<file path="src/sv/cfc_pkg.sv">
package cfc_pkg;

    localparam int MAX_JOINTS  = 16;
    localparam int IDX_W       = $clog2(MAX_JOINTS);
    localparam int FRAC_BITS   = 8;
    localparam int POS_W       = 24;
    localparam int STEP_PIXELS = 10;
    localparam int STEP_FIX    = STEP_PIXELS << FRAC_BITS;
    localparam int SPC_W       = 8 + FRAC_BITS;
    localparam int DIFF_W      = POS_W + 1;
    localparam int SQ_W        = 2 * DIFF_W;
    localparam int LEN_W       = DIFF_W;
    localparam int NUM_W       = DIFF_W + SPC_W + 1;
    localparam int SUM_W       = POS_W + 2;
    localparam int ENT_W       = 2 * POS_W;

    localparam logic [2:0] DIR_UP    = 3'd1;
    localparam logic [2:0] DIR_DOWN  = 3'd2;
    localparam logic [2:0] DIR_LEFT  = 3'd3;
    localparam logic [2:0] DIR_RIGHT = 3'd4;

    localparam logic OP_LOAD = 1'b0;
    localparam logic OP_MOVE = 1'b1;

    localparam logic REG_COUNT   = 1'b0;
    localparam logic REG_SPACING = 1'b1;

    typedef struct packed {
        logic             we;
        logic [IDX_W-1:0] waddr;
        logic [ENT_W-1:0] wdata;
        logic             re;
        logic [IDX_W-1:0] raddr;
    } mem_req_t;

    typedef enum logic [4:0] {
        S_IDLE, S_HRD, S_HOUT, S_EMIT, S_RD, S_DIFF, S_SQX, S_SQY,
        S_SQS, S_SQW, S_MULX, S_DVXS, S_DVXW, S_MULY, S_DVYS, S_DVYW, S_WR
    } state_t;

    function automatic logic [POS_W-1:0] sat_pos(input logic signed [SUM_W-1:0] v);
        logic signed [SUM_W-1:0] hi;
        logic signed [SUM_W-1:0] lo;
        begin
            hi = SUM_W'((1 << (POS_W - 1)) - 1);
            lo = -SUM_W'(1 << (POS_W - 1));
            if (v > hi)
                sat_pos = hi[POS_W-1:0];
            else if (v < lo)
                sat_pos = lo[POS_W-1:0];
            else
                sat_pos = v[POS_W-1:0];
        end
    endfunction

endpackage

</file>
<file path="src/sv/cfc_sqrt.sv">
module cfc_sqrt (
    input  logic                      clk,
    input  logic                      rst_n,
    input  logic                      start,
    input  logic [cfc_pkg::SQ_W-1:0]  rad,
    output logic                      done,
    output logic [cfc_pkg::LEN_W-1:0] root
);
    import cfc_pkg::*;

    localparam int K_W = $clog2(LEN_W);

    logic [SQ_W-1:0] v_reg;
    logic [SQ_W:0]   r_reg;
    logic [K_W-1:0]  k_reg;
    logic            busy_reg;
    logic            done_reg;
    logic [SQ_W:0]   bitv;
    logic [SQ_W:0]   trial;

    assign bitv  = (SQ_W + 1)'(1) << {k_reg, 1'b0};
    assign trial = r_reg + bitv;

    always_ff @(posedge clk)
    begin
        if (start)
        begin
            v_reg <= rad;
            r_reg <= '0;
            k_reg <= K_W'(LEN_W - 1);
        end
        else if (busy_reg)
        begin
            if ({1'b0, v_reg} >= trial)
            begin
                v_reg <= SQ_W'({1'b0, v_reg} - trial);
                r_reg <= (r_reg >> 1) + bitv;
            end
            else
                r_reg <= r_reg >> 1;
            k_reg <= k_reg - 1'b1;
        end
    end

    always_ff @(posedge clk or negedge rst_n)
    begin
        if (!rst_n)
        begin
            busy_reg <= 1'b0;
            done_reg <= 1'b0;
        end
        else
        begin
            done_reg <= busy_reg && (k_reg == '0);
            if (start)
                busy_reg <= 1'b1;
            else if (busy_reg && (k_reg == '0))
                busy_reg <= 1'b0;
        end
    end

    assign done = done_reg;
    assign root = r_reg[LEN_W-1:0];

endmodule

</file>
<file path="config.mk">
export PLATFORM = sky130hd
export DESIGN_NAME = cfc_sqrt
export DESIGN_NICKNAME = d
export VERILOG_FILES = /design/src/sv/cfc_pkg.sv /design/src/sv/cfc_sqrt.sv
export SDC_FILE = /design/constraint.sdc
export NUM_CORES = 1
export LEC_CHECK = 0
export BUFFER_PORTS_ARGS = -buffer_cell sky130_fd_sc_hd__buf_2
export CAP_MARGIN = 30
export CELL_PAD_IN_SITES_DETAIL_PLACEMENT = 2
export CELL_PAD_IN_SITES_GLOBAL_PLACEMENT = 2
export CORE_UTILIZATION = 34
export DETAILED_ROUTE_END_ITERATION = 10
export PLACE_DENSITY = 0.75
export SYNTH_ARGS = -nofsm -noshare
export SYNTH_HDL_FRONTEND = slang
export SYNTH_SLANG_ARGS = --single-unit
</file>
<file path="constraint.sdc">
create_clock -name clk -period 6.8 [get_ports clk]
set_input_delay 0.68 -clock clk [delete_from_list [all_inputs] [get_ports clk]]
set_output_delay 0.68 -clock clk [all_outputs]
set_load 0.02 [all_outputs]
</file>
; Yosys cells after proc, flatten, opt, wreduce, memory -nomap -nowiden
; Cells that the tools add are included.
[totals]
out_inout_bits = 26
inputBits = 53
register_bits = 108
word_cells = 23
[op_classes]
order_cmp = 1
n_shift = 1
reduce_logical = 6
n_addsub = 4
n_mux = 6
[op_table]
columns = op, count
row1 = 50-bit two-way mux, 3
row2 = 50-bit by 51-bit adder with 51-bit output, 1
row3 = 51-bit adder, 1
row4 = 50-bit by 51-bit >= comparator with 1-bit output, 1
row5 = 51-bit two-way mux, 1
row6 = 1-bit by 6-bit << shifter with 51-bit output (first input constant), 1
row7 = 50-bit subtractor, 1
row8 = 2-bit nonzero test, 3
row9 = 5-bit logical NOT, 1
row10 = 5-bit by 1-bit subtractor with 5-bit output (second input constant), 1
row11 = 1-bit two-way mux, 2
row12 = 2-bit AND reduction, 1
row13 = 1-bit logical AND, 1

; Logic depth before layout (Yosys ltp)
[logic_depth]
word_depth = 6
mapped_depth = 30
ltp_nobuf = 27

; Worst setup path after synthesis
; OpenSTA, ideal clock, no wires.
[synth_path]
path_kind = register to register
startpoint = reg k_reg[2]
endpoint = reg v_reg[0], enable pin
setup_ns = 0.406
required_time_ns = 6.394
synth_period_minus_slack_ns = 6.938
path_buffers = 5
arrival_time_ns = 6.531
stages_incl_launch_ff = 25
path_slack_ns = -0.138
cell_sequence = dfxtp_1 -> buf_2 -> or2_2 -> clkbuf_1 -> nor2_1 -> ha_1 -> a31oi_1 -> a2111oi_0 -> a31oi_1 -> o21ba_2 -> o31ai_2 -> a31o_2 -> a31oi_2 -> xor2_1 -> ha_1 -> buf_2 -> nand3_1 -> or4_1 -> or4_1 -> o21ai_1 -> o21ai_1 -> buf_2 -> nor2_2 -> buf_2 -> a21o_1
[synth_between]
elab_chain_cells = 5
[synth_rtl]
columns = item, line
row1 = "start, declared", cfc_sqrt.sv:15  ; logic [K_W-1:0] k_reg;
row2 = "start signal, assigned", cfc_sqrt.sv:30  ; k_reg <= K_W'(LEN_W - 1);
row3 = "start signal, assigned", cfc_sqrt.sv:41  ; k_reg <= k_reg - 1'b1;
row4 = 1-bit by 6-bit << shifter with 51-bit output, cfc_sqrt.sv:21  ; assign bitv = (SQ_W + 1)'(1) << {k_reg, 1'b0};
row5 = 51-bit adder, cfc_sqrt.sv:22  ; assign trial = r_reg + bitv;
row6 = 50-bit by 51-bit >= comparator with 1-bit output, cfc_sqrt.sv:34  ; if ({1'b0, v_reg} >= trial)
row7 = 2-bit nonzero test (no source line), -
row8 = 2-bit AND reduction (no source line), -
row9 = "end signal, assigned", cfc_sqrt.sv:28  ; v_reg <= rad;
row10 = "end signal, assigned", cfc_sqrt.sv:36  ; v_reg <= SQ_W'({1'b0, v_reg} - trial);
row11 = "end, declared", cfc_sqrt.sv:13  ; logic [SQ_W-1:0] v_reg;
; Every way passes these cells.
; A chain may end at the register's enable or synchronous reset.

; Final worst setup path
[layout_path]
startpoint = reg k_reg[0]
endpoint = reg r_reg[23]
[layout_between]
elab_chain_cells = 4
word_cells_on_any_way = 5
cone_classes = 2 x add/sub / 1 x order compare / 1 x shift / 1 x mux
[layout_rtl]
columns = item, line
row1 = 1-bit by 6-bit << shifter with 51-bit output *, cfc_sqrt.sv:21
row2 = 51-bit adder, cfc_sqrt.sv:22
row3 = 50-bit by 51-bit >= comparator with 1-bit output, cfc_sqrt.sv:34
row4 = 51-bit two-way mux *, cfc_sqrt.sv:34
row5 = "end signal, assigned", cfc_sqrt.sv:37  ; r_reg <= (r_reg >> 1) + bitv;
row6 = "end signal, assigned", cfc_sqrt.sv:40  ; r_reg <= r_reg >> 1;
row7 = "end, declared", cfc_sqrt.sv:14  ; logic [SQ_W:0] r_reg;
; Mark *: on every way between the ends. The rest lies on a longest branch, timed or not.

==> impl_metrics.tcl <==
set metrics [dict create \
    clockRootBuffer "clkbuf_16" \
    ys_warn_count 0 \
    fin_crit_ps 6441 \
    async_flop_share_pct 1.852 \
    critPathLaunch "k_reg[0]" \
    postCtsHoldBufs 0 \
    grt_usage_pct 24.74 \
    syn-num-nets 1664 \
    grt_pass1_wl_um 66380 \
    finalHoldViolations 0 \
    routedWlPerCell_um 21.49 \
    dieHeight_um 186.2 \
    rows 67 \
    hpwl_um 32470 \
    drt_pre_antenna_iters 4 \
    p_leak_nw 4.774 \
    power_density_nw_per_um2 387.6 \
    syn_area_um2 11530 \
    cts.sink_count 108 \
    yosysSeqAreaShare_pct 23.18 \
    critPathArrivalTime_ps 6730 \
    clock_latency_ps 390 \
    grt_max_degree 145 \
    ir_worst_vdd_v 0.0001642 \
    start_util_pct 34.47 \
    worstMarginPinSlew_ps 878.5 \
    io_buffers 78 \
    maxSlewHeadroom_pct 41.43 \
    period_share_pct 94.73 \
    r2r-start "k_reg[0]" \
    finalSetupViolations 0 \
    drive_gt1_share_pct 11.75 \
    cp.required_ps 7090 \
    crit_path_end_kind "register" \
    gp_congestion 0.8937 \
    skew_ps 15.99 \
    worstSetupPathType "reg -> reg" \
    holdCritPathClass "in -> async" \
    grt_overflow 0 \
    intPower_w 0.002430 \
    grt_pass1_vias 12090 \
    max_freq_mhz 155.2 \
    slew_viol_final 0 \
    tritoncts "yes" \
    largest_reg_flops 51 \
    core-area_um2 33450 \
    pin_count 79 \
    start_kind "register" \
    final_net_count 1660 \
    dieArea_um2 34660 \
    drtAntennaViolNets 0 \
    syn_inst 1505 \
    p_switching_w 0.002425 \
    die_x_um 186.2 \
    avgSynthCellArea_um2 7.662 \
    grt_antenna_before_repair 0 \
    fin_hold_ws_ps 66.32 \
    pwr-share-seq_pct 23.4 \
    viasPerCell 5.766 \
    drc 0 \
    combPwrFrac_pct 64.7 \
    finalPower_w 0.004855 \
    cts.clk_slew.worst_paths_ps 90 \
    wirelength_um 42000 \
    synth_edf_count 50 \
    vias 11270 \
    pwr-share-clk_pct 11.9 \
    ys_ff_latch 108 \
    drt_iter0_markers 525 \
    ys.flop_type "dfxtp_1" \
    cts.path.max_buffers 2 \
    maxCapViolCount 0 \
    syn_to_final_growth_pct 8.627 \
    p_sw_share_pct 49.96 \
    rsz0062_at_grt "yes" \
    n_antenna_cell 0 \
    yosys.cell_types.count 87 \
    htreeDepth 3 \
    cts_buffers 9 \
    cp_max_fo 5 \
    status "complete, no violations" \
]
-- cell usage in the layout, fill, tap and decap left out, types with 5 or more instances in the layout --
cell and n:
buf_4 26, edfxtp_1 50, a31o_2 8, a31oi_1 50, buf_2 77, nor3_1 34, o21ai_0 103, o31ai_1 19
nor2b_1 8, mux2i_1 8, o22ai_1 6, inv_1 40, xor2_1 56, a41oi_1 5, o21ai_1 7, o21a_1 9
nor2_1 170, nand3_1 24, a21boi_0 6, a211oi_1 35, nand2b_1 26, o21bai_1 20, nand2_1 156, a311oi_1 9
nand4_1 32, and2_1 7, or3_1 6, a21o_1 27, nor3b_1 12, nor3_2 7, or4_1 5, xnor2_1 78
a21oi_1 102, clkbuf_16 10, dfxtp_1 53, o211ai_1 7, nor4_1 5, ha_1 101
-- worst paths after layout --
kind	slack, ps	to	cells after the start
setup / recovery	360	r_reg[23]	24
hold / removal	70	busy_reg	1
setup reg to reg	360	r_reg[23]	24
hold reg to reg	520	k_reg[1]	2
max in group asynchronous	6630	busy_reg	1
min in group clk	520	k_reg[1]	2
-- cells in the mapped netlist, types with 9 or more instances --
cell type    n  area (µm²)
nor2_1     173       649.4
nand2_1    156       585.6
ha_1       105        1314
o21ai_0    105       525.5
a21oi_1    102       510.5
xnor2_1     78       683.2
clkbuf_1    69       259.0
dfxtp_1     56        1121
xor2_1      56       490.5
a31oi_1     50       312.8
edfxtp_1    50        1501
inv_1       40       150.1
a211oi_1    35       262.8
nor3_1      34       170.2
nand4_1     32       200.2
a21o_1      28       210.2
buf_4       28       210.2
nand2b_1    27       168.9
nand3_1     24       120.1
o21bai_1    20       150.1
o31ai_1     19       142.6
buf_2       18       90.09
nor3b_1     12       90.09
a311oi_1     9       78.83
o21a_1       9       67.56
-- cell families after synthesis --
logic type,Yosys count,share of synthesized area [%]
DFF,108,23.18
muxes,10,0.8898
adders and majority gates,108,11.74
and+or+nand+nor,522,21.50
xor gates and xnor gates,135,10.32
buffers and inverters,161,6.489
AOI/OAI and AO/OA,461,25.89
-- per-layer routing --
layer  vias up  track usage (%)  wire length, µm
li1       5456                -                -
met1      5623            30.49            19230
met2       145            45.51            21060
met3        43            2.414              853
met4         0            6.689              847
met5         -                0                0
-- power groups by stage --
| stage | sequential [W] | clock [W] | combinational [W] |
|---|---|---|---|
| finish | 0.00113 | 0.000577 | 0.00314 |
| floorplan | 0.00106 | 0 | 0.00227 |
| global placement | 0.00114 | 0 | 0.00299 |
| CTS | 0.00113 | 0.000597 | 0.00314 |
| global route | 0.00115 | 0.000617 | 0.00347 |
| detailed placement | 0.00114 | 0 | 0.00310 |
-- critical path, cell delays in order, from the launching register on --
cell and delay [ps]:
dfxtp_2 380, inv_1 90, ha_1 220, nand2_1 130, nor2_2 80, ha_2 390, nand4_1 220, nor4_4 340
o2111ai_2 210, a2111o_1 470, a31oi_4 260, o21ai_0 110, nand2b_1 180, a21o_1 150, nand2_1 70, xor2_1 180
ha_1 370, nand3_1 150, or4_1 520, or4_1 530, o21ai_2 200, o21ai_4 120, or2_1 320, or3_1 360
a311oi_1 270
-- layout make-up --
type | count | area, µm²
fillers | 3894 | 20920
inverters | 41 | 153.9
well taps | 448 | 560.5
repair buffers | 105 | 620.6
flip-flops and latches | 108 | 2678
multi-input cells | 1236 | 8215
clock inverters | 3 | 16.27
clock buffers | 13 | 281.5
-- per-stage QoR --
stage               utilization (%)  instances  area, µm²  setup slack [ps]  setup TNS, ps
detailed placement            36.28       1937      12140             117.3              0
global placement              36.28       1937      12140             343.6              0
floorplan                         -       1505      11530             288.6              0
CTS                           37.17       1953      12430             58.34              0
finish                        37.45       1954      12530             358.5              0
global route                  37.45       1954      12530            -6.304         -6.304
-- what timing repair did --
item	4_1_cts	5_1_grt
endpoints found under the hold margin	0	0
gates resized for setup	0	22
setup buffers	0	1
setup endpoints to repair	0	106
No activity file was read; power rests on OpenSTA's default activity.
