--- src/sv/cfc_pkg.sv ---
package cfc_pkg;

    localparam int MAX_JOINTS  = 16;
    localparam int IDX_W       = $clog2(MAX_JOINTS);
    localparam int FRAC_BITS   = 8;
    localparam int POS_W       = 24;
    localparam int STEP_PIXELS = 10;
    localparam int STEP_FIX    = STEP_PIXELS << FRAC_BITS;
    localparam int SPC_W       = 8 + FRAC_BITS;
    localparam int DIFF_W      = POS_W + 1;
    localparam int SQ_W        = 2 * DIFF_W;
    localparam int LEN_W       = DIFF_W;
    localparam int NUM_W       = DIFF_W + SPC_W + 1;
    localparam int SUM_W       = POS_W + 2;
    localparam int ENT_W       = 2 * POS_W;

    localparam logic [2:0] DIR_UP    = 3'd1;
    localparam logic [2:0] DIR_DOWN  = 3'd2;
    localparam logic [2:0] DIR_LEFT  = 3'd3;
    localparam logic [2:0] DIR_RIGHT = 3'd4;

    localparam logic OP_LOAD = 1'b0;
    localparam logic OP_MOVE = 1'b1;

    localparam logic REG_COUNT   = 1'b0;
    localparam logic REG_SPACING = 1'b1;

    typedef struct packed {
        logic             we;
        logic [IDX_W-1:0] waddr;
        logic [ENT_W-1:0] wdata;
        logic             re;
        logic [IDX_W-1:0] raddr;
    } mem_req_t;

    typedef enum logic [4:0] {
        S_IDLE, S_HRD, S_HOUT, S_EMIT, S_RD, S_DIFF, S_SQX, S_SQY,
        S_SQS, S_SQW, S_MULX, S_DVXS, S_DVXW, S_MULY, S_DVYS, S_DVYW, S_WR
    } state_t;

    function automatic logic [POS_W-1:0] sat_pos(input logic signed [SUM_W-1:0] v);
        logic signed [SUM_W-1:0] hi;
        logic signed [SUM_W-1:0] lo;
        begin
            hi = SUM_W'((1 << (POS_W - 1)) - 1);
            lo = -SUM_W'(1 << (POS_W - 1));
            if (v > hi)
                sat_pos = hi[POS_W-1:0];
            else if (v < lo)
                sat_pos = lo[POS_W-1:0];
            else
                sat_pos = v[POS_W-1:0];
        end
    endfunction

endpackage

--- src/sv/cfc_div.sv ---
module cfc_div (
    input  logic                      clk,
    input  logic                      rst_n,
    input  logic                      start,
    input  logic [cfc_pkg::NUM_W-1:0] num,
    input  logic [cfc_pkg::LEN_W-1:0] den,
    output logic                      done,
    output logic [cfc_pkg::NUM_W-1:0] quot
);
    import cfc_pkg::*;

    localparam int C_W = $clog2(NUM_W);

    logic [NUM_W-1:0] q_reg;
    logic [LEN_W:0]   rem_reg;
    logic [LEN_W-1:0] den_reg;
    logic [C_W-1:0]   cnt_reg;
    logic             busy_reg;
    logic             done_reg;
    logic [LEN_W:0]   rem_sh;
    logic             fits;

    assign rem_sh = {rem_reg[LEN_W-1:0], q_reg[NUM_W-1]};
    assign fits   = rem_sh >= {1'b0, den_reg};

    always_ff @(posedge clk)
    begin
        if (start)
        begin
            q_reg   <= num;
            rem_reg <= '0;
            den_reg <= den;
            cnt_reg <= C_W'(NUM_W - 1);
        end
        else if (busy_reg)
        begin
            rem_reg <= fits ? rem_sh - {1'b0, den_reg} : rem_sh;
            q_reg   <= {q_reg[NUM_W-2:0], fits};
            cnt_reg <= cnt_reg - 1'b1;
        end
    end

    always_ff @(posedge clk or negedge rst_n)
    begin
        if (!rst_n)
        begin
            busy_reg <= 1'b0;
            done_reg <= 1'b0;
        end
        else
        begin
            done_reg <= busy_reg && (cnt_reg == '0);
            if (start)
                busy_reg <= 1'b1;
            else if (busy_reg && (cnt_reg == '0))
                busy_reg <= 1'b0;
        end
    end

    assign done = done_reg;
    assign quot = q_reg;

endmodule

--- config.mk ---
export PLATFORM = sky130hd
export DESIGN_NAME = cfc_div
export DESIGN_NICKNAME = d
export VERILOG_FILES = /design/src/sv/cfc_pkg.sv /design/src/sv/cfc_div.sv
export SDC_FILE = /design/constraint.sdc
export NUM_CORES = 1
export LEC_CHECK = 0
export BUFFER_PORTS_ARGS = -buffer_cell sky130_fd_sc_hd__buf_2
export CORE_ASPECT_RATIO = 1.75
export CORE_MARGIN = 2
export CORE_UTILIZATION = 40
export CTS_CLUSTER_SIZE = 28
export DETAILED_ROUTE_END_ITERATION = 6
export PLACE_DENSITY = 0.61
export SLEW_MARGIN = 20
export SYNTH_ARGS = -nofsm -noshare
export SYNTH_HDL_FRONTEND = slang
export SYNTH_SLANG_ARGS = --single-unit
--- constraint.sdc ---
create_clock -name clk -period 3.4 [get_ports clk]
set_input_delay 0.17 -clock clk [delete_from_list [all_inputs] [get_ports clk]]
set_output_delay 0.17 -clock clk [all_outputs]
set_load 0.02 [all_outputs]
=== Yosys cells after proc, flatten, opt, wreduce, memory -nomap -nowiden ===
Cells that the tools add are included.

* Add/subtract/negate cells: 2
* $lt $le $gt $ge: 1
* Multiplexer cells: 5
* Reductions and logical operators: 4

{| class="wikitable"
|+ Operators with widths
! cell !! count
|-
| $mux W42 || 2
|-
| $ge A26 B25 Y1 || 1
|-
| $mux W25 || 1
|-
| $sub A25 B25 Y25 || 1
|-
| $logic_not A6 Y1 || 1
|-
| $sub A6 B1 Y6 const B || 1
|-
| $reduce_bool A2 Y1 || 2
|-
| $mux W1 || 2
|-
| $logic_and A1 B1 Y1 || 1
|}

* Register bits: 100
* Bits of input ports: 70
* Output and inout port bits: 43
* Word-level logic and storage cells: 18

=== Depth between registers and ports, before layout ===
Gate-level depths: netlist of the first run.

* Depth in word-level cells: 4
* Depth in mapped cells: 13
* Mapped depth without buffers: 12

=== Least setup slack after synthesis of the first run ===
Ideal clock, no wire load.

* Path kind: reg-to-reg
* From: register q_reg[41], in the netlist quot[41]
* To: register q_reg[0], in the netlist quot[0], data pin
* Library setup time: 260 ps
* Arrival: 2619 ps
* Data required time: 3140 ps
* Setup slack: 521 ps
* Stages on the path, launching flop included: 12
* Buffers on the path: 1
* Period minus slack after synthesis: 2879 ps
* Cell sequence: edfxtp_1 > inv_1 > ha_1 > inv_1 > fa_1 > a211oi_1 > o21ai_1 > o211a_1 > nor2_1 > o21bai_4 > buf_4 > mux2_2

* Longest elaborated chain between the ends: 3

{| class="wikitable"
|+ Ends and longest elaborated chain
! item !! RTL line !! RTL
|-
| start, declared || cfc_div.sv:14 || <nowiki>logic [NUM_W-1:0] q_reg;</nowiki>
|-
| start signal, assigned || cfc_div.sv:30 || <nowiki>q_reg <= num;</nowiki>
|-
| start signal, assigned || cfc_div.sv:38 || <nowiki>q_reg <= {q_reg[NUM_W-2:0], fits};</nowiki>
|-
| $ge A26 B25 Y1 || cfc_div.sv:24 || <nowiki>assign fits = rem_sh >= {1'b0, den_reg};</nowiki>
|-
| $mux W42 || cfc_div.sv:35 || <nowiki>else if (busy_reg)</nowiki>
|-
| $mux W42 || cfc_div.sv:28 || <nowiki>if (start)</nowiki>
|}

Every way passes these cells. The select of a mux whose other input is x is not followed.
A chain may end at the register's enable or synchronous reset.

=== Final worst setup path of the first run ===
* From: register q_reg[41], in the netlist quot[41]
* To: register rem_reg[11]

* Longest elaborated chain between the ends: 2

{| class="wikitable"
|+ Ends and longest elaborated chain
! item !! RTL line !! RTL
|-
| $sub A25 B25 Y25 / $ge A26 B25 Y1 (equally long branches) || cfc_div.sv:37, cfc_div.sv:24 ||
|-
| $mux W25 * || cfc_div.sv:37 || <nowiki>rem_reg <= fits ? rem_sh - {1'b0, den_reg} : rem_sh;</nowiki>
|-
| end signal, assigned || cfc_div.sv:37 ||
|-
| end, declared || cfc_div.sv:15 || <nowiki>logic [LEN_W:0] rem_reg;</nowiki>
|}

Every way passes the cells marked *; elsewhere a longest branch is shown, timed or not.

==> results of run 1 <==
## where the power goes
part           switching [mW]  internal (mW)  leakage, nW
Combinational           0.968          0.750         1.76
Sequential              0.145           1.52        0.967
Clock                   0.495          0.532        0.143
Total                    1.61           2.80         2.87
## cell usage after synthesis, drive strengths merged, types with 8 or more instances
cell type	n	area share
mux2i	15	0.028
clkbuf	8	0.0055
xnor2	12	0.019
dfxtp	31	0.11
inv	34	0.024
nor2	39	0.027
a21oi	31	0.029
ha	26	0.060
buf	16	0.019
xor2	12	0.019
a211oi	21	0.029
a21o	8	0.011
nand4	8	0.0092
mux2	44	0.091
edfxtp	67	0.37
nand2b	8	0.0092
o211ai	8	0.011
o21ai	16	0.015
nand2	33	0.023
## worst max path at each step
stage | to | startpoint | slack, ns | cells past startpoint
2_1_floorplan | quot[0] | quot[41] | 0.52 | 11
3_3_place_gp | rem_reg[19] | quot[41] | 0.42 | 12
3_5_place_dp | rem_reg[11] | quot[41] | 0.29 | 12
4_1_cts | rem_reg[11] | quot[41] | 0.30 | 12
5_1_grt | rem_reg[6] | quot[41] | 0.04 | 12
6_report | rem_reg[11] | quot[41] | 0.34 | 12
## repair_timing
item                                   in CTS  in global routing
endpoints found under the hold margin      26                  0
setup endpoints to repair                   0                  0
hold buffers                               25                  0
## cell usage in the layout (no fill, tap or decap), types with 2 or more instances in the layout
cell type	netlist	final
a211oi_1	21	21
a21o_1	8	8
a21oi_1	30	30
a31oi_1	3	3
and3_1	2	2
buf_2	4	111
buf_4	2	6
clkbuf_16	0	9
clkinv_4	0	3
dfrtp_1	2	2
dfxtp_1	31	31
dlygate4sd3_1	0	25
edfxtp_1	67	67
ha_1	26	26
inv_1	34	34
inv_8	0	2
mux2_2	44	44
mux2i_1	15	15
nand2_1	33	33
nand2b_1	8	8
nand3_1	6	6
nand4_1	8	8
nor2_1	39	39
nor2b_1	3	3
nor3_1	6	6
nor4_1	2	2
o211ai_1	8	8
o21ai_0	11	11
o21ai_1	5	5
o22ai_1	2	2
or2_2	3	3
xnor2_1	12	12
xor2_1	12	12
## worst reg2reg max path: stages, from the launching register on
cell	delay, ns
edfxtp_1	0.41
inv_1	0.08
ha_1	0.15
inv_1	0.05
fa_1	0.42
a211oi_1	0.25
o21ai_1	0.18
o211a_1	0.26
nor2_1	0.29
o21bai_4	0.25
buf_4	0.26
mux2i_1	0.13
a211oi_1	0.25
## cell type report
class                      count  area share
multi-input combinational    333       0.372
tap                          174      0.0327
sequential                   100       0.403
clock buffer                  10      0.0359
clock inverter                 6     0.00847
inverter                      34      0.0192
timing repair buffer         142       0.128
## metal layers
layer  track usage  share of wire  routed length [um]  vias to the layer above
met5             0              0                   0                        -
met4        0.0697          0.022                 273                        0
met3        0.0357          0.048                 592                       16
met2         0.334           0.53                6580                      113
met1         0.195           0.40                4930                     1943
li1              -              -                   -                     2054
## cell families (layout without fill, tap and decap cells)
logic type	after synthesis	count (layout)	share of synthesized area
simple gates	116	116	0.0986
compound gates	107	107	0.136
flops	100	100	0.495
mux	59	59	0.119
buf+inv	58	192	0.0485
fa+ha+maj	27	27	0.0637
xor+xnor	24	24	0.0388
==> metrics.md, run 1 <==
| Metric | Value |
|---|---|
| Status | `completed` |
| Final WL | `12400 um` |
| GR Util All Layers | `0.178` |
| Slack of the critical path | `0.342 ns` |
| Die ar. | `14500 sq um` |
| # diodes | `0` |
| Startpoint Class | `register` |
| Register area | `2680 sq um` |
| First-pass GRT wire length | `20700 um` |
| Wirelength per Cell | `15.5 um` |
| Synth cell types | `58` |
| Synth Cell Area | `between 5000 and 6000 sq um` |
| CTS tree | `done` |
| Post_cts resized | `0` |
| Seq/Total Area, Yosys | `0.495` |
| Number of CTS-inserted buffers | `9` |
| Final Critical Period | `roughly 3.1 ns` |
| Multi-input gate area | `between 2000 and 2500 sq um` |
| Avg Vias per Cell | `5.16` |
| Boundary Pins | `113` |
| Setup crit end kind | `register` |
| Worst path bufs/invs | `3` |
| Horiz. Die Dim | `92.0 um` |
| Clk buf depth | `2` |
| Synthesized flop and latch total | `100` |
| Setup slack at placement | `0.292 ns` |
| Static leakage | `2.87 nW` |
| Highest-delay cell along the critical path | `fa_1` |
| Final Cycle Share | `0.899` |
| Reg2reg path depth | `12` |
| Fin. Hold Viols | `0` |
| Later-pin clock latency in the skew report | `0.35 ns` |
| HP Class | `in2reg` |
| Die H | `158 um` |
| Via count | `4126` |
| Clock-pin slew on the worst setup and hold paths | `0.07 ns` |
| Clock sinks | `100` |
| Hold path startpoint | `den[22]` |
| Number of cell rows | `between 50 and 60` |
| R2R Path End | `rem_reg[11]` |
| Worst Skew | `0.00917 ns` |
| Setup CP Type | `reg2reg` |
| Overall Power | `4.41 mW` |
| Initial antenna violation count | `0` |
| DP Cell Count | `758` |
| Port Buf Inserts | `approximately 110` |
| Initial Util | `0.407` |
| Starting DRT DRC Count | `160` |
| Instance count of the mapped netlist | `491` |
| Max-cap viol count | `0` |
| Final setup fails | `0` |
| Gpl congestion | `0.879` |
| Syn Nets | `approximately 590` |
| Util after Layout | `0.499` |
| Worst slew pin tran | `between 0.9 and 1 ns` |
| NumNets Final | `717` |
| Avg Cell Area, Syn | `between 10 and 15 sq um` |
| Vias in the first global route | `4339` |
| Arr. time, crit path | `3.32 ns` |
| DR DRC count | `0` |
| Synth warn | `0` |
| Worst Hold Path EP | `den_reg[22]` |
| Reg-to-reg slack, setup | `roughly 0.34 ns` |
| Worst EP required | `3.66 ns` |
| Max incr delay on CP | `0.42 ns` |
| Post-Layout Cell Count | `799` |
| Maximum vdd drop | `0.329 mV` |
| Setup_tns | `0 ns` |
| Pre-antenna DRT Iters | `4` |
| Crit-path cells | `inv_1 -> ha_1 -> inv_1 -> fa_1 -> a211oi_1 -> o21ai_1 -> o211a_1 -> nor2_1 -> o21bai_4 -> buf_4 -> mux2i_1 -> a211oi_1` |
| Core area | `13300 sq um` |
| Filler cell count | `about 1.3k` |
| H-tree Lvls | `3` |
| Hold depth | `1` |
| RSZ-0062 raised after global routing | `no` |
| Placed Instance Area | `6100 sq um` |
| Fraction of registers with async set/reset | `0.0200` |
| Pin count of the biggest net entering global routing | `53` |
| Clk root buf | `clkbuf_16` |
| HPWL Detailed | `9070 um` |
| Crit-path leading delay family | `compound AO/OA/AOI/OAI gates` |
| Design area | `6650 sq um` |
| Pwr dens | `663 nW/um^2` |
| F_max | `approximately 0.33 GHz` |
| Area growth syn-to-layout | `22.7%` |
| Worst hold slack | `0.0123 ns` |
| Most used DFF post-synth | `edfxtp_1` |
| Max FFs per register | `42` |
| Max-Slew Margin vs Limit | `0.352` |
| Slew Limit Fails | `0` |
| Reg-to-Reg Start | `quot[41]` |
| Final ANT Viol Nets | `0` |
| Post-CTS Setup Bufs | `0` |
| Grt ovf | `0` |
| Layout cells sized above 1 | `0.301` |
| EDFF count, synth | `between 60 and 70` |
| Crit-path max FO | `19` |
No activity file was read; power rests on OpenSTA's default activity.
==> run 2: changes to the inputs <==
Settings changed: PLACE_DENSITY 0.61 to not set.
==> metrics.md, run 2 (synthesis results as in run 1) <==
| Metric | Value |
|---|---|
| Status | `completed` |
| Wirelength per Cell | `15.5 um` |
| Core area | `13300 sq um` |
| CTS tree | `done` |
| Crit-path cells | `inv_1 -> ha_1 -> inv_1 -> fa_1 -> a211oi_1 -> o21ai_1 -> o211a_1 -> nor2_1 -> o21bai_4 -> buf_4 -> mux2_2` |
| Arr. time, crit path | `3.14 ns` |
| Worst Hold Path EP | `quot[18]` |
| Worst EP required | `3.50 ns` |
| RSZ-0062 raised after global routing | `no` |
| Max-cap viol count | `0` |
| Register area | `2680 sq um` |
| Initial antenna violation count | `0` |
| Worst hold slack | `0.108 ns` |
| Hold path startpoint | `num[18]` |
| H-tree Lvls | `3` |
| Final WL | `12400 um` |
| Setup slack at placement | `between 0.3 and 0.4 ns` |
| Number of CTS-inserted buffers | `9` |
| Max incr delay on CP | `roughly 0.42 ns` |
| Final Critical Period | `3.04 ns` |
| Via count | `approximately 4.2k` |
| Later-pin clock latency in the skew report | `0.36 ns` |
| Worst slew pin tran | `0.987 ns` |
| Crit-path max FO | `14` |
| # diodes | `0` |
| Reg2reg path depth | `11` |
| Max FFs per register | `42` |
| Avg Vias per Cell | `5.20` |
| Final setup fails | `0` |
| Gpl congestion | `0.850` |
| Clk buf depth | `2` |
| GR Util All Layers | `0.175` |
| Multi-input gate area | `2470 sq um` |
| First-pass GRT wire length | `20100 um` |
| Int Power | `2.78 mW` |
| Reg-to-reg slack, setup | `approximately 0.36 ns` |
| Final ANT Viol Nets | `0` |
| Port Buf Inserts | `between 100 and 150` |
| Maximum vdd drop | `roughly 0.31 mV` |
| Vias in the first global route | `4310` |
| Overall Power | `4.39 mW` |
| Flop pwr share | `0.378` |
| Number of cell rows | `56` |
| Final Cycle Share | `0.895` |
| Setup crit end kind | `register` |
| Highest-delay cell along the critical path | `fa_1` |
| Setup_tns | `0 ns` |
| Area growth syn-to-layout | `22.7%` |
| F_max | `0.329 GHz` |
| Startpoint Class | `register` |
| Boundary Pins | `113` |
| HPWL Detailed | `8990 um` |
| Worst Skew | `0.0164 ns` |
| Hold depth | `2` |
| Pin count of the biggest net entering global routing | `between 100 and 150` |
| Combinational Power Share | `0.391` |
| Slack of the critical path | `0.358 ns` |
| Sw frac | `0.367` |
| Max-Slew Margin vs Limit | `0.342` |
| Layout cells sized above 1 | `0.298` |
| Reg-to-Reg Start | `quot[41]` |
| Fin. Hold Viols | `0` |
| Commonest non-fill, non-tap cell in the layout | `buf_2` |
| R2R Path End | `quot[0]` |
| Initial Util | `0.407` |
| Clock sinks | `100` |
| Die ar. | `14500 sq um` |
| Pwr dens | `660 nW/um^2` |
| NumNets Final | `just over 700` |
| Filler cell count | `approximately 1.3k` |
| Horiz. Die Dim | `92.0 um` |
| Cell mode on critical path | `inv_1` |
| Clock power share | `0.231` |
| Clk root buf | `clkbuf_16` |
| Static leakage | `2.87 nW` |
| Slew Limit Fails | `0` |
| DR DRC count | `0` |
| Setup CP Type | `reg2reg` |
| Starting DRT DRC Count | `158` |
| Commonest cells after routing, fill and taps aside | `buf_2, edfxtp_1, mux2_2` |
| DP Cell Count | `757` |
| Clock-pin slew on the worst setup and hold paths | `0.08 ns` |
| Grt ovf | `0` |
| Pre-antenna DRT Iters | `4` |
| Die H | `158 um` |
| HP Class | `in2reg` |
| Sw power | `~1.6 mW` |
| Post-Layout Cell Count | `799` |
## run 2: changes by cell type in the layout (fill, tap and decap cells not counted), sizes merged
cell,before,now
buf,117,116
clkinvlp,1,0
dlygate4sd3,25,26
inv,36,37
## run 2: timing repair
item / CTS / global route
hold endpoints to repair: 27 / 0
hold buffers: 26 / 0
gates resized for setup: 0 / 0
buffers inserted: 0 / 0
## run 2: worst max-delay path by stage
stage / from / endpoint / slack (ns) / depth (start not counted)
after floorplan: quot[41] / quot[0] / 0.52 / 11
after global placement: quot[41] / quot[0] / 0.45 / 11
after detailed placement: quot[41] / quot[0] / 0.33 / 11
after CTS: quot[41] / quot[0] / 0.32 / 11
after global routing: quot[41] / quot[0] / 0.11 / 11
final: quot[41] / quot[0] / 0.36 / 11
## run 2: cell type report
class	instances	share of cell area
Sequential cell	100	0.403
Tap cell	174	0.0327
Inverter	34	0.0192
Clock buffer	10	0.0344
Timing Repair Buffer	142	0.130
Clock inverter	6	0.00828
Multi-Input combinational cell	333	0.372
## run 2: through the flow
stage / area, sq um / util
3_5_place_dp: 6110 / 0.459
5_1_grt: 6650 / 0.500
2_1_floorplan: 5420 / -
4_1_cts: 6650 / 0.500
3_3_place_gp: 6110 / 0.459
6_report: 6650 / 0.500
## run 2: worst max-delay path, delay by kind of cell (launching register included)
family                     cells  cell delay (ns)
buffers and inverters          3             0.35
muxes                          1             0.27
adders and majority gates      2             0.57
DFF                            1             0.40
and+or+nand+nor                1             0.28
AOI/OAI and AO/OA              4             0.92
## run 2: routing by layer
layer	global-route usage	routed length [um]
met4	0.0689	298
met1	0.187	4890
met2	0.321	6520
met5	0	0
met3	0.0495	665
## run 2: power by group through the flow
stage          Clock (mW)  Combinational [mW]  Sequential (mW)
3_5_place_dp            0                1.69             1.68
3_3_place_gp            0                1.67             1.68
4_1_cts              1.04                1.72             1.66
2_1_floorplan           0                1.27             1.73
6_report             1.01                1.72             1.66
5_1_grt              1.09                1.90             1.69
==> run 3: changes to the inputs <==
Settings changed: BUFFER_PORTS_ARGS -buffer_cell sky130_fd_sc_hd__buf_2 to not set, CORE_ASPECT_RATIO 1.75 to 0.75, DONT_BUFFER_PORTS set to 1.
==> metrics.md, run 3 (synthesis results as in run 1) <==
| Metric | Value |
|---|---|
| Port Buf Inserts | `0` |
| Max FFs per register | `42` |
| Filler cell count | `1202` |
| Reg-to-reg slack, setup | `0.38 ns` |
| Initial Util | `0.414` |
| Highest-delay cell along the critical path | `o21bai_4` |
| Pin count of the biggest net entering global routing | `58` |
| Util after Layout | `0.468` |
| Worst Skew | `0.00680 ns` |
| Overall Power | `4.36 mW` |
| Number of CTS-inserted buffers | `9` |
| Later-pin clock latency in the skew report | `0.35 ns` |
| Core area | `13100 sq um` |
| Worst EP required | `3.63 ns` |
| Post-Layout Cell Count | `686` |
| Final Cycle Share | `0.887` |
| Static leakage | `2.44 nW` |
| Final Critical Period | `3.02 ns` |
| Cell mode on critical path | `inv_1` |
| Setup_tns | `0 ns` |
| Grt ovf | `0` |
| Crit-path cells | `inv_1 -> ha_1 -> inv_1 -> fa_1 -> a211oi_1 -> o21ai_1 -> o211a_1 -> nor2_2 -> o21bai_4 -> buf_4 -> inv_1 -> a221oi_1 -> nor3_1` |
| Initial antenna violation count | `0` |
| Fin. Hold Viols | `0` |
| Area growth syn-to-layout | `13.2%` |
| Pwr dens | `about 700 nW/um^2` |
| Clock sinks | `100` |
| Max incr delay on CP | `0.54 ns` |
| Max-Slew Margin vs Limit | `0.342` |
| Setup CP Type | `reg2reg` |
| Setup slack at placement | `0.320 ns` |
| Status | `completed` |
| Placed Instance Area | `between 5000 and 6000 sq um` |
| Startpoint Class | `register` |
| Clk root buf | `clkbuf_16` |
| Setup crit end kind | `register` |
| Pre-antenna DRT Iters | `5` |
| DP Cell Count | `643` |
| Maximum vdd drop | `0.338 mV` |
| F_max | `about 0.33 GHz` |
| Post-CTS Setup Bufs | `0` |
| Final ANT Viol Nets | `0` |
| Die ar. | `around 15000 sq um` |
| Final WL | `11400 um` |
| Number of cell rows | `36` |
| DR DRC count | `0` |
| Layout cells sized above 1 | `0.151` |
| Gpl congestion | `~0.85` |
| Crit-path max FO | `21` |
| RSZ-0062 raised after global routing | `no` |
| Wirelength per Cell | `16.6 um` |
| Clk buf depth | `2` |
| Slew Limit Fails | `0` |
| Commonest cells after routing, fill and taps aside | `edfxtp_1, mux2_2, nor2_1` |
| Worst hold slack | `0.0352 ns` |
| Boundary Pins | `roughly 110` |
| H-tree Lvls | `3` |
| Clock-pin slew on the worst setup and hold paths | `around 0.07 ns` |
| # diodes | `0` |
| GR Util All Layers | `0.162` |
| Die H | `105 um` |
| Via count | `3730` |
| Horiz. Die Dim | `approximately 140 um` |
| HPWL Detailed | `7710 um` |
| Vias in the first global route | `between 3k and 4k` |
| Slack of the critical path | `0.383 ns` |
| First-pass GRT wire length | `18700 um` |
| Max-cap viol count | `0` |
| Design area | `slightly above 6000 sq um` |
| Arr. time, crit path | `3.25 ns` |
| Avg Vias per Cell | `5.44` |
| Final setup fails | `0` |
| Starting DRT DRC Count | `221` |
| Worst slew pin tran | `slightly below 1 ns` |
| NumNets Final | `around 600` |
| HP Class | `in2async` |
| CTS tree | `done` |
| Commonest non-fill, non-tap cell in the layout | `edfxtp_1` |
==> run 3: path summary, 6_finish.rpt <==
check,startpoint,end,cells past startpoint
worst max-delay path,quot[41],rem_reg[14],13
worst min-delay path,rst_n,busy_reg,1
worst max register to register,quot[41],rem_reg[14],13
worst min register to register,cnt_reg[0],cnt_reg[0],2
max in group asynchronous,rst_n,busy_reg,1
min in group clk,num[27],quot[27],1
==> run 3: power by group <==
group	internal (mW)	leakage (nW)	switching, mW
combinational	0.692	1.33	0.859
clock	0.581	0.147	0.478
sequential	1.52	0.967	0.228
total	2.79	2.44	1.56
==> run 3: repair_timing <==
action / 4_1_cts / 5_1_grt
resized for setup: 0 / 1
endpoints found under the hold margin: 84 / 0
setup endpoints to repair: 0 / 2
hold buffers: 27 / 0
==> run 3: critical path, delay by kind of cell, from the launching register on <==
family,cells,cell delay [ns]
adders and majority gates,2,0.42
buffers and inverters,4,0.47
DFF,1,0.35
and+or+nand+nor,2,0.15
AOI/OAI and AO/OA,5,1.50
==> run 3: cell type report <==
type,count,area [sq um],share of cell area
Sequential cell,100,2680,0.437
Multi-Input combinational cell,333,2480,0.404
Timing Repair Buffer,32,325,0.0530
Clock buffer,9,225,0.0367
Tap cell,171,214,0.0349
Inverter,34,128,0.0208
Clock inverter,7,81.3,0.0133
==> run 3: routing by layer <==
layer  vias up  part of all wire  global-route usage
li1       1840                 -                   -
met1      1779              0.49               0.220
met2        99              0.45               0.248
met3        12             0.044              0.0426
met4         0             0.015              0.0605
met5         -                 0                   0
